## src/rtl/csm_pkg.sv

```systemverilog
// Shared types and constants for the character set membership search block.
`default_nettype none
package csm_pkg;

  localparam int IndexBits = 16;
  localparam int MaskWords = 4;
  localparam int QueueDepth = 2;

  localparam int ByteBits = 8;
  localparam int LimitBits = 16;
  localparam int MatchIndexBits = 16;
  localparam int MaskWordBits = 64;
  localparam int BucketCountBits = 3;
  localparam int CfgIndexBits = 3;

  localparam logic [CfgIndexBits-1:0] RegSetOffset = 3'd0;
  localparam logic [CfgIndexBits-1:0] RegBucketCount = 3'd1;
  localparam logic [CfgIndexBits-1:0] RegMaskWord0 = 3'd2;

  localparam int OpInvertBit = 0;
  localparam int OpLastBit = 1;

  typedef struct packed {
    logic                 has_byte;
    logic                 end_of_string;
    logic                 member;
    logic [1:0]           opcode;
    logic [LimitBits-1:0] limit_pos;
  } item_t;

endpackage
`default_nettype wire

```

## src/rtl/char_set_membership_search.sv

```systemverilog
// Top level of the character set membership search block.
//
//   Channel  Handshake                Payload
//   cfg      cfg_valid_i/cfg_ready_o  cfg_index_i, cfg_data_i
//   in       in_valid_i/in_ready_o    data_byte_i, has_byte_i, end_of_string_i,
//                                     opcode_i, limit_pos_i
//   out      out_valid_o/out_ready_i  found_o, match_index_o, overflow_o
//
// One input beat is taken per cycle while the queue has room; the membership test
// sits in front of the queue, and a result is registered as its end-of-string beat
// leaves the queue. A two-entry queue separates the front from the back, so
// the input keeps flowing while a result waits in the output register.
// Reset clears the set registers and all string state; the block is ready at once.
`default_nettype none
module char_set_membership_search #(
  parameter int INDEX_BITS = csm_pkg::IndexBits,
  parameter int MASK_WORDS = csm_pkg::MaskWords
) (
  input  wire logic                                clk_i,
  input  wire logic                                rst_ni,
  input  wire logic                                cfg_valid_i,
  output logic                                     cfg_ready_o,
  input  wire logic [csm_pkg::CfgIndexBits-1:0]    cfg_index_i,
  input  wire logic [csm_pkg::MaskWordBits-1:0]    cfg_data_i,
  input  wire logic                                in_valid_i,
  output logic                                     in_ready_o,
  input  wire logic [csm_pkg::ByteBits-1:0]        data_byte_i,
  input  wire logic                                has_byte_i,
  input  wire logic                                end_of_string_i,
  input  wire logic [1:0]                          opcode_i,
  input  wire logic [csm_pkg::LimitBits-1:0]       limit_pos_i,
  output logic                                     out_valid_o,
  input  wire logic                                out_ready_i,
  output logic                                     found_o,
  output logic [csm_pkg::MatchIndexBits-1:0]       match_index_o,
  output logic                                     overflow_o
);

  logic push, push_ready, pop, pop_valid;
  csm_pkg::item_t push_item, pop_item;

  csm_front #(
    .MASK_WORDS(MASK_WORDS)
  ) u_front (
    .clk_i(clk_i),
    .rst_ni(rst_ni),
    .cfg_valid_i(cfg_valid_i),
    .cfg_ready_o(cfg_ready_o),
    .cfg_index_i(cfg_index_i),
    .cfg_data_i(cfg_data_i),
    .in_valid_i(in_valid_i),
    .in_ready_o(in_ready_o),
    .data_byte_i(data_byte_i),
    .has_byte_i(has_byte_i),
    .end_of_string_i(end_of_string_i),
    .opcode_i(opcode_i),
    .limit_pos_i(limit_pos_i),
    .push_o(push),
    .push_item_o(push_item),
    .push_ready_i(push_ready)
  );

  csm_fifo #(
    .DEPTH(csm_pkg::QueueDepth)
  ) u_fifo (
    .clk_i(clk_i),
    .rst_ni(rst_ni),
    .push_i(push),
    .push_item_i(push_item),
    .push_ready_o(push_ready),
    .pop_i(pop),
    .pop_item_o(pop_item),
    .pop_valid_o(pop_valid)
  );

  csm_back #(
    .INDEX_BITS(INDEX_BITS)
  ) u_back (
    .clk_i(clk_i),
    .rst_ni(rst_ni),
    .item_i(pop_item),
    .item_valid_i(pop_valid),
    .pop_o(pop),
    .out_valid_o(out_valid_o),
    .out_ready_i(out_ready_i),
    .found_o(found_o),
    .match_index_o(match_index_o),
    .overflow_o(overflow_o)
  );

endmodule
`default_nettype wire

```

## src/rtl/csm_fifo.sv

```systemverilog
// Short queue of classified items between the front and back parts.
`default_nettype none
module csm_fifo #(
  parameter int DEPTH = csm_pkg::QueueDepth
) (
  input  wire logic           clk_i,
  input  wire logic           rst_ni,
  input  wire logic           push_i,
  input  csm_pkg::item_t      push_item_i,
  output logic                push_ready_o,
  input  wire logic           pop_i,
  output csm_pkg::item_t      pop_item_o,
  output logic                pop_valid_o
);

  localparam int PtrBits = (DEPTH > 1) ? $clog2(DEPTH) : 1;
  localparam int CountBits = $clog2(DEPTH + 1);
  localparam logic [PtrBits-1:0] LastPtr = PtrBits'(DEPTH - 1);
  localparam logic [CountBits-1:0] FullCount = CountBits'(DEPTH);

  csm_pkg::item_t store_q [DEPTH];
  logic [PtrBits-1:0] wr_ptr_q, wr_ptr_d, rd_ptr_q, rd_ptr_d;
  logic [CountBits-1:0] count_q, count_d;
  logic do_push, do_pop;

  assign push_ready_o = (count_q != FullCount);
  assign pop_valid_o = (count_q != '0);
  assign pop_item_o = store_q[rd_ptr_q];
  assign do_push = push_i && push_ready_o;
  assign do_pop = pop_i && pop_valid_o;

  always_comb begin
    wr_ptr_d = wr_ptr_q;
    rd_ptr_d = rd_ptr_q;
    count_d = count_q;
    if (do_push) begin
      wr_ptr_d = (wr_ptr_q == LastPtr) ? '0 : wr_ptr_q + 1'b1;
    end
    if (do_pop) begin
      rd_ptr_d = (rd_ptr_q == LastPtr) ? '0 : rd_ptr_q + 1'b1;
    end
    if (do_push && !do_pop) begin
      count_d = count_q + 1'b1;
    end else if (do_pop && !do_push) begin
      count_d = count_q - 1'b1;
    end
  end

  always_ff @(posedge clk_i or negedge rst_ni) begin
    if (!rst_ni) begin
      wr_ptr_q <= '0;
      rd_ptr_q <= '0;
      count_q <= '0;
    end else begin
      wr_ptr_q <= wr_ptr_d;
      rd_ptr_q <= rd_ptr_d;
      count_q <= count_d;
    end
  end

  always_ff @(posedge clk_i) begin
    if (do_push) begin
      store_q[wr_ptr_q] <= push_item_i;
    end
  end

`ifndef NO_ASSERTIONS
  a_count_bound: assert property (@(posedge clk_i) disable iff (!rst_ni)
    count_q <= FullCount)
    else $error("Queue count exceeds its depth.");
`endif

endmodule
`default_nettype wire

```

## src/rtl/csm_front.sv

```systemverilog
// Front part: holds the set registers, accepts beats and tests set membership.
`default_nettype none
module csm_front #(
  parameter int MASK_WORDS = csm_pkg::MaskWords
) (
  input  wire logic                                clk_i,
  input  wire logic                                rst_ni,
  input  wire logic                                cfg_valid_i,
  output logic                                     cfg_ready_o,
  input  wire logic [csm_pkg::CfgIndexBits-1:0]    cfg_index_i,
  input  wire logic [csm_pkg::MaskWordBits-1:0]    cfg_data_i,
  input  wire logic                                in_valid_i,
  output logic                                     in_ready_o,
  input  wire logic [csm_pkg::ByteBits-1:0]        data_byte_i,
  input  wire logic                                has_byte_i,
  input  wire logic                                end_of_string_i,
  input  wire logic [1:0]                          opcode_i,
  input  wire logic [csm_pkg::LimitBits-1:0]       limit_pos_i,
  output logic                                     push_o,
  output csm_pkg::item_t                           push_item_o,
  input  wire logic                                push_ready_i
);

  localparam logic [csm_pkg::BucketCountBits-1:0] MaxBuckets =
    csm_pkg::BucketCountBits'(MASK_WORDS);

  logic [csm_pkg::ByteBits-1:0] set_offset_q;
  logic [csm_pkg::BucketCountBits-1:0] bucket_count_q;
  logic [csm_pkg::MaskWordBits-1:0] mask_q [MASK_WORDS];

  logic cfg_we;
  logic [csm_pkg::BucketCountBits-1:0] used_buckets;
  logic [csm_pkg::ByteBits-1:0] rel;
  logic [1:0] bucket;
  logic [csm_pkg::MaskWordBits-1:0] sel_word;
  logic member;

  assign cfg_ready_o = 1'b1;
  assign cfg_we = cfg_valid_i && cfg_ready_o;

  always_ff @(posedge clk_i or negedge rst_ni) begin
    if (!rst_ni) begin
      set_offset_q <= '0;
      bucket_count_q <= '0;
      for (int w = 0; w < MASK_WORDS; w++) begin
        mask_q[w] <= '0;
      end
    end else if (cfg_we) begin
      if (cfg_index_i == csm_pkg::RegSetOffset) begin
        set_offset_q <= cfg_data_i[csm_pkg::ByteBits-1:0];
      end
      if (cfg_index_i == csm_pkg::RegBucketCount) begin
        bucket_count_q <= cfg_data_i[csm_pkg::BucketCountBits-1:0];
      end
      for (int w = 0; w < MASK_WORDS; w++) begin
        if (cfg_index_i == csm_pkg::RegMaskWord0 + csm_pkg::CfgIndexBits'(w)) begin
          mask_q[w] <= cfg_data_i;
        end
      end
    end
  end

  assign used_buckets = (bucket_count_q > MaxBuckets) ? MaxBuckets : bucket_count_q;
  assign rel = data_byte_i - set_offset_q;
  assign bucket = rel[7:6];

  always_comb begin
    sel_word = '0;
    for (int w = 0; w < MASK_WORDS; w++) begin
      if (bucket == 2'(w)) begin
        sel_word = mask_q[w];
      end
    end
  end

  assign member = (data_byte_i >= set_offset_q)
               && ({1'b0, bucket} < used_buckets)
               && sel_word[rel[5:0]];

  assign in_ready_o = push_ready_i;
  assign push_o = in_valid_i && push_ready_i;

  always_comb begin
    push_item_o.has_byte = has_byte_i;
    push_item_o.end_of_string = end_of_string_i;
    push_item_o.member = member;
    push_item_o.opcode = opcode_i;
    push_item_o.limit_pos = limit_pos_i;
  end

endmodule
`default_nettype wire

```

## src/rtl/csm_back.sv

```systemverilog
// Back part: tracks the string position and the kept hit, and registers the result.
`default_nettype none
module csm_back #(
  parameter int INDEX_BITS = csm_pkg::IndexBits
) (
  input  wire logic                                 clk_i,
  input  wire logic                                 rst_ni,
  input  csm_pkg::item_t                            item_i,
  input  wire logic                                 item_valid_i,
  output logic                                      pop_o,
  output logic                                      out_valid_o,
  input  wire logic                                 out_ready_i,
  output logic                                      found_o,
  output logic [csm_pkg::MatchIndexBits-1:0]        match_index_o,
  output logic                                      overflow_o
);

  localparam logic [INDEX_BITS-1:0] PosMax = '1;

  logic [INDEX_BITS-1:0] pos_q, pos_d, lim_q, lim_d, hit_pos_q, hit_pos_d;
  logic [1:0] mode_q, mode_d;
  logic in_str_q, in_str_d, hit_q, hit_d, sat_q, sat_d;
  logic out_valid_q, out_valid_d;
  logic found_q;
  logic [csm_pkg::MatchIndexBits-1:0] match_index_q;
  logic overflow_q;
  logic start, match;

  assign pop_o = item_valid_i && (!item_i.end_of_string || !out_valid_q || out_ready_i);
  assign start = !in_str_q;

  always_comb begin
    mode_d = start ? item_i.opcode : mode_q;
    lim_d = start ? INDEX_BITS'(item_i.limit_pos) : lim_q;
    pos_d = start ? '0 : pos_q;
    hit_d = start ? 1'b0 : hit_q;
    hit_pos_d = start ? '0 : hit_pos_q;
    sat_d = start ? 1'b0 : sat_q;
    match = item_i.member ^ mode_d[csm_pkg::OpInvertBit];
    if (item_i.has_byte && !sat_d) begin
      if (!mode_d[csm_pkg::OpLastBit]) begin
        if (match && !hit_d && pos_d >= lim_d) begin
          hit_d = 1'b1;
          hit_pos_d = pos_d;
        end
      end else if (match && pos_d <= lim_d) begin
        hit_d = 1'b1;
        hit_pos_d = pos_d;
      end
      if (pos_d == PosMax) begin
        sat_d = 1'b1;
      end else begin
        pos_d = pos_d + 1'b1;
      end
    end
    in_str_d = !item_i.end_of_string;
    out_valid_d = out_valid_q && !out_ready_i;
    if (item_i.end_of_string) begin
      out_valid_d = 1'b1;
    end
  end

  always_ff @(posedge clk_i or negedge rst_ni) begin
    if (!rst_ni) begin
      pos_q <= '0;
      lim_q <= '0;
      hit_pos_q <= '0;
      mode_q <= '0;
      in_str_q <= 1'b0;
      hit_q <= 1'b0;
      sat_q <= 1'b0;
      out_valid_q <= 1'b0;
    end else if (pop_o) begin
      pos_q <= pos_d;
      lim_q <= lim_d;
      hit_pos_q <= hit_pos_d;
      mode_q <= mode_d;
      in_str_q <= in_str_d;
      hit_q <= hit_d;
      sat_q <= sat_d;
      out_valid_q <= out_valid_d;
    end else if (out_ready_i) begin
      out_valid_q <= 1'b0;
    end
  end

  always_ff @(posedge clk_i) begin
    if (pop_o && item_i.end_of_string) begin
      found_q <= hit_d;
      match_index_q <= hit_d ? csm_pkg::MatchIndexBits'(hit_pos_d) : '0;
      overflow_q <= sat_d;
    end
  end

  assign out_valid_o = out_valid_q;
  assign found_o = found_q;
  assign match_index_o = match_index_q;
  assign overflow_o = overflow_q;

`ifndef NO_ASSERTIONS
  a_sat_at_max: assert property (@(posedge clk_i) disable iff (!rst_ni)
    sat_q |-> pos_q == PosMax)
    else $error("Saturation flag set while the position counter is not at its maximum.");

  a_hit_behind_pos: assert property (@(posedge clk_i) disable iff (!rst_ni)
    hit_q |-> hit_pos_q <= pos_q)
    else $error("Kept hit lies beyond the current position.");

  a_end_gives_result: assert property (@(posedge clk_i) disable iff (!rst_ni)
    pop_o && item_i.end_of_string |=> out_valid_q)
    else $error("End of string did not load a result.");
`endif

endmodule
`default_nettype wire
```

## config.mk

```make
export PLATFORM = sky130hd
export DESIGN_NAME = char_set_membership_search
export DESIGN_NICKNAME = d
export VERILOG_FILES = /design/src/rtl/csm_pkg.sv /design/src/rtl/char_set_membership_search.sv /design/src/rtl/csm_fifo.sv /design/src/rtl/csm_front.sv /design/src/rtl/csm_back.sv
export SDC_FILE = /design/constraint.sdc
export NUM_CORES = 1
export LEC_CHECK = 0
export BUFFER_PORTS_ARGS = -buffer_cell sky130_fd_sc_hd__buf_2
export CAP_MARGIN = 20
export CORE_MARGIN = 2
export CORE_UTILIZATION = 65
export DETAILED_ROUTE_END_ITERATION = 10
export PLACE_DENSITY = 0.84
export SLEW_MARGIN = 20
export SYNTH_ARGS = -nofsm -noshare
export SYNTH_HDL_FRONTEND = slang
export SYNTH_HIERARCHICAL = 1
export SYNTH_SLANG_ARGS = --single-unit
```

## constraint.sdc

```tcl
create_clock -name clk_i -period 8.1 [get_ports clk_i]
set_clock_uncertainty 0.05 [all_clocks]
set_input_delay 1.62 -clock clk_i [delete_from_list [all_inputs] [get_ports clk_i]]
set_output_delay 1.62 -clock clk_i [all_outputs]
set_load 0.02 [all_outputs]
```

Word-level counts from Yosys, hierarchy flattened:

Memory sizes are Yosys's and may differ from the RTL's.
Index checks and enable logic that the tools add are counted.

* add/subtract/negate cells: 6
* $mul: 0
* reductions and logical operators: 34
* bitwise operators: 1
* $lt $le $gt $ge: 6
* div/mod/pow operators: 0
* eq/ne operators: 10
* shift-type cells: 0
* multiplexer cells: 34

Operators with widths (number)
* 2-to-1 mux 64 bit: 4
* 2-to-1 mux 16 bit: 9
* adder 16 x 1 -> 16 bit (second input constant): 1
* equality test 16 bit (second input constant): 1
* >= comparator 16 bit: 1
* <= comparator 16 bit: 1
* 2-to-1 mux 1 bit: 16
* logical AND 1 bit: 14
* AND reduction 2 bit: 6
* >= comparator 8 bit: 1
* subtractor 8 bit: 1
* zero test 1 bit: 7
* less-than comparator 6 x 7 -> 1 bit (second input constant): 1
* binary-select mux 1 bit (select 6 bit): 1
* equality test 3 x 2 -> 1 bit (second input constant): 2
* equality test 3 bit (second input constant): 2
* 2-to-1 mux 2 bit: 3
* nonzero test 2 bit: 3
* equality test 2 bit (second input constant): 2
* equality test 3 x 1 -> 1 bit (second input constant): 1
* greater-than comparator 3 bit (second input constant): 1
* zero test 3 bit: 1
* less-than comparator 2 x 3 -> 1 bit: 1
* 2-to-1 mux 3 bit: 1
* 8 further kinds: 10

* latch bits: 0
* memories: 1
* word-level logic and storage cells: 112
* register bits after elaboration: 343
* memory bits (read-only): 0
* RAM bits: 42

Memory list
* u_fifo.store_q: words 2, width 21, read ports 1, clocked after memory_dff 0, wr ports 1, RTL line csm_fifo.sv:21 `csm_pkg::item_t store_q [DEPTH];`

Longest topological paths before layout:

* depth after elaboration: 9
* gate-level depth with buffers: 18
* mapped depth without buffers: 13

Cells and area by module:

Netlist, hierarchy kept.

By module, submodules not included
* csm_front: cells an instance 1256, sequential area each 6681.4 sq um, times used 1, area each 14491.4 sq um
* csm_back: cells an instance 411, sequential area each 1891.8 sq um, times used 1, area each 4100.2 sq um
* csm_fifo: cells an instance 83, sequential area each 1361.3 sq um, times used 1, area each 1731.7 sq um

Worst setup path after synthesis:

No wires, ideal clock.

* kind: input to register
* start point: input data_byte_i[0] in the netlist's numbering
* end point: memory u_fifo/store_q[0][18] in the netlist's numbering, data pin
* data required time: 7.798 ns
* library setup time: 0.252 ns
* cell stages on the path: 14
* arrival: 4.653 ns
* path buffers: 1
* path slack: 3.145 ns
* cell sequence: inv_1 ha_1 fa_1 nor2b_4 o31a_4 mux2_4 a221o_1 nor3_1 o31ai_1 a221oi_2 nor4_1 or4b_1 a41o_1 buf_4

* word-level cells in the longest chain between the ends: 9

RTL lines
* start, declared: RTL line char_set_membership_search.sv:27 `input wire logic [csm_pkg::ByteBits-1:0] data_byte_i,`
* subtractor 8 bit: RTL line csm_front.sv:64 `assign rel = data_byte_i - set_offset_q;`
* zero test 2 bit: RTL line csm_front.sv:70 `if (bucket == 2'(w)) begin`
* 2-to-1 mux 64 bit (4 in series): RTL line csm_front.sv:70
* binary-select mux 1 bit (select 6 bit): RTL line csm_front.sv:78 `&& sel_word[rel[5:0]];`
* 2-to-1 mux 1 bit (implied by the code): RTL line csm_front.sv:78
* logical AND 1 bit (*): RTL line csm_front.sv:78
* via u_front.member: RTL line csm_front.sv:36 `logic member;`
* end, declared: RTL line csm_fifo.sv:21

Mark *: on every way through the listed nets, which the timed path passes. The rest lies on a longest branch. The select of a mux whose other input is x is not followed.

==> metrics.md <==
| Metric | Value |
|---|---|
| Top cells by count, synth | 325 x dfrtp_1, 294 x mux2_2, 174 x nand2_1 |
| Final setup vio count | 0 |
| Full die area | roughly 33,000 um^2 |
| RSZ-0062 raised after global routing | no |
| CTS clock-pin slew for the worst setup and hold paths | 0.06 ns |
| Grt ovf | 0 |
| Clock Latency Late Sink | approximately 0.53 ns |
| Slew headroom | 21.6% |
| DRT Wirelength | about 52,000 um |
| Seq/Total Area, Yosys | between 40% and 50% |
| DRT iter0 DRCs | 1,878 |
| Synth Area in Compound Gates | 14.6% |
| Die W | around 180 um |
| Critical path class | in2reg |
| Leading post-synthesis cells by cell area | dfrtp_1 40%, mux2_2 16%, edfxtp_1 8.9% |
| Row count | 64 |
| Max-cap viol count | 0 |
| Highest Clock Rate | 164 MHz |
| CTS Hold Buffers Added | 0 |
| Number of flops mapped to enable cells by yosys | 60 |
| CTS tree | built |
| Vias | 15,285 |
| Nets@finish | 1,907 |
| Distinct cells, synth | 93 |
| Leakage | 9.31 nW |
| Cell Pwr Density | 339 nW/um^2 |
| FF-to-FF path depth | 11 |
| Crit-path max cell delay | 0.85 ns |
| Antenna violations before repair | 0 |
| Actual slew at the worst max-slew pin | 1.17 ns |
| Number of global-route vias before repair | 15,315 |
| Worst min-delay path category | reg2reg |
| Synth top area share | 40.0% |
| Largest family of logic cells by synthesized area | multiplexers |
| Adder and majority gate portion of the synthesized area | 1.70% |
| Worst setup EP type | flop |
| Drt first pass iters | 8 |
| Final Instance Area | 22,200 um^2 |
| CP Depth | 11 |
| Core area | 30,700 um^2 |
| Maximum VDD drop | 0.000203 V |
| Number of buffers created by CTS | 41 |
| CTS Buffer Depth | 3 |
| Port bufs | 119 |
| Multiplexer share of the synthesized area | between 20 and 25% |
| Total power | between 0.007 and 0.008 W |
| # DRC | 0 |
| Largest net degree at the start of global routing | 174 |
| Seq cells post-synth | 385 |
| Initial core utilization | 66.3% |
| Die Span Y | 181 um |
| Setup TNS | 0 ns |
| Crit path buffers/inverters | 2 |
| DR vias/cell | 6.93 |
| CTS-repair resized insts | 0 |
| Crit start category | input port |
| Cells after Synth | ~1,800 |
| DP Area | 20,900 um^2 |
| GP Congestion | 0.876 |
| Worst Setup Slack, final | approximately 2 ns |
| Post-DP HPWL | 31,700 um |
| Commonest register cell after synthesis | dfrtp_1 |
| Asr flop ratio synth | 84.4% |
| Top Ports | around 120 |
| Final Max Tran Viols | 0 |
| Post-CTS setup buffers | 0 |
| Sink Count | a little under 400 |
| Crit-path max FO | 37 |
| Count leader, synth | dfrtp_1 |
| Endpoints failing hold | 0 |
| Area leader, netlist | dfrtp_1 |
| Htree depth | 2 |
| Tot GR Track Use | a little under a third |
| Diode count | 0 |
| Synth Area in Simple Gates | 8.61% |
| Arr. time, crit path | 6.32 ns |
| Global-route wire length before repair | about 83,000 um |
| Place WS | between 1.5 and 2 ns |
| CP required | between 8 and 9 ns |
| Root Driver | clkbuf_16 |
| Post-Syn Area | 20,300 um^2 |
| Wire per inst | 23.6 um |
| Final period util | 75.3% |
| Final critical-path required period | 6.10 ns |
| Hold-critical path depth | 2 |
| Post-Synth XOR/XNOR Area | 1.24% |
| Layout area overhead | 9.35% |
| Share of layout cells above drive strength 1 | about 31% |
| Syn. warnings | 6 |
| Crit path max-delay family | compound AO/OA/AOI/OAI gates |
| Final core occ | 72.5% |
| CP Cell Sequence | buf_2, ha_2, buf_4, nor3_1, mux2i_2, nand2_2, mux4_2, a32o_1, o41ai_1, a2111oi_0, a41o_1 |
| Post-DRT Antenna Nets | 0 |
| Post-synthesis net count | between 1,500 and 2,000 |
| Syn_area_per_cell | 11.6 um^2 |
| FILL cells | just over 2,000 |
| Slowest-stage cell, CP | ha_2 |
| Status | completed |
==> logic make-up after synthesis <==
logic type,count (synthesis)
adder cells (fa/ha/maj),27
buffers and inverters,190
other,1
multiplexers,359
XOR/XNOR,28
AO/OA/AOI/OAI,384
AND/OR/NAND/NOR,376
flip-flops,385
==> power by group <==
| part | total [W] | switching (W) | internal [W] |
|---|---|---|---|
| registers | 0.00284 | 0.000355 | 0.00248 |
| logic | 0.00286 | 0.00173 | 0.00113 |
| clock network | 0.00184 | 0.000746 | 0.00109 |
==> cell usage in the layout, fill, tap and decap left out, types with 9 or more instances in the layout <==
cell,instances
dfrtp_1,324
a21oi_1,44
nand3_1,37
buf_2,118
clkbuf_16,41
buf_4,25
clkbuf_8,10
xor2_1,16
a221oi_1,137
mux2i_1,48
o311ai_0,16
xnor2_1,9
nand4_1,13
nor2_1,72
o21ai_0,55
mux4_2,13
o211ai_1,14
nor3_1,13
mux2_2,294
nand2_1,174
o211ai_2,9
clkbuf_1,10
edfxtp_1,60
ha_1,24
inv_1,29
a31oi_1,20
==> path summary, 6_finish.rpt <==
kind / start / end / slack, ns
min reg2reg: u_back/lim_q[13]$_DFFE_PN0P_ / u_back/lim_q[13]$_DFFE_PN0P_ / 0.44
min: u_back/lim_q[13]$_DFFE_PN0P_ / u_back/lim_q[13]$_DFFE_PN0P_ / 0.44
max reg2reg: u_front/set_offset_q[6]$_DFFE_PN0P_ / u_fifo/store_q[0][18]$_DFFE_PP_ / 2.80
min in group asynchronous: rst_ni / u_front/mask_q[198]$_DFFE_PN0P_ / 1.05
max in group asynchronous: rst_ni / u_front/mask_q[162]$_DFFE_PN0P_ / 5.56
max: data_byte_i[6] / u_fifo/store_q[0][18]$_DFFE_PP_ / 2.00
==> layout make-up <==
type | instances | area [um^2] | share of cell area (%)
clock buffers | 61 | 1200 | 5.40
clock inverters | 12 | 126 | 0.569
inverters | 32 | 120 | 0.540
multi-input cells | 1175 | 9530 | 42.9
flip-flops and latches | 385 | 9940 | 44.7
well taps | 396 | 495 | 2.23
repair buffers | 145 | 813 | 3.66
==> routing by layer <==
| layer | track usage, % | up-vias | routed length (um) |
|---|---|---|---|
| met5 | 0 | - | 0 |
| met4 | 14.3 | 0 | 2310 |
| met3 | 4.84 | 185 | 4540 |
| met2 | 52.3 | 831 | 25400 |
| met1 | 40.7 | 7615 | 19800 |
| li1 | - | 6654 | - |
==> worst register-to-register path: stages (launching register included) <==
cell and delay, ns:
dfrtp_1 0.34, inv_1 0.07, ha_2 0.86, buf_4 0.56, nor3_1 0.16, mux2i_2 0.28
nand2_2 0.46, mux4_2 0.64, a32o_1 0.28, o41ai_1 0.72, a2111oi_0 0.30, a41o_1 0.32
==> through the flow <==
step / instances / hold WS (ns)
2_1_floorplan: 1750 / 0.400
3_3_place_gp: 2133 / 0.412
3_5_place_dp: 2133 / 0.430
4_1_cts: 2206 / 0.442
5_1_grt: 2206 / 0.466
6_report: 2206 / 0.441
==> sequential cells by signal (all words and copies together), names as in the netlist, 2 cells and up <==
register and count:
u_back/lim_q 16, u_front/bucket_count_q 3, u_back/match_index_o 16, u_fifo/store_q 42, u_back/pos_q 16, u_front/set_offset_q 8
u_fifo/count_q 2, u_front/mask_q 256, u_back/mode_q 2, u_back/hit_pos_q 16
No activity file was read; power rests on OpenSTA's default activity.
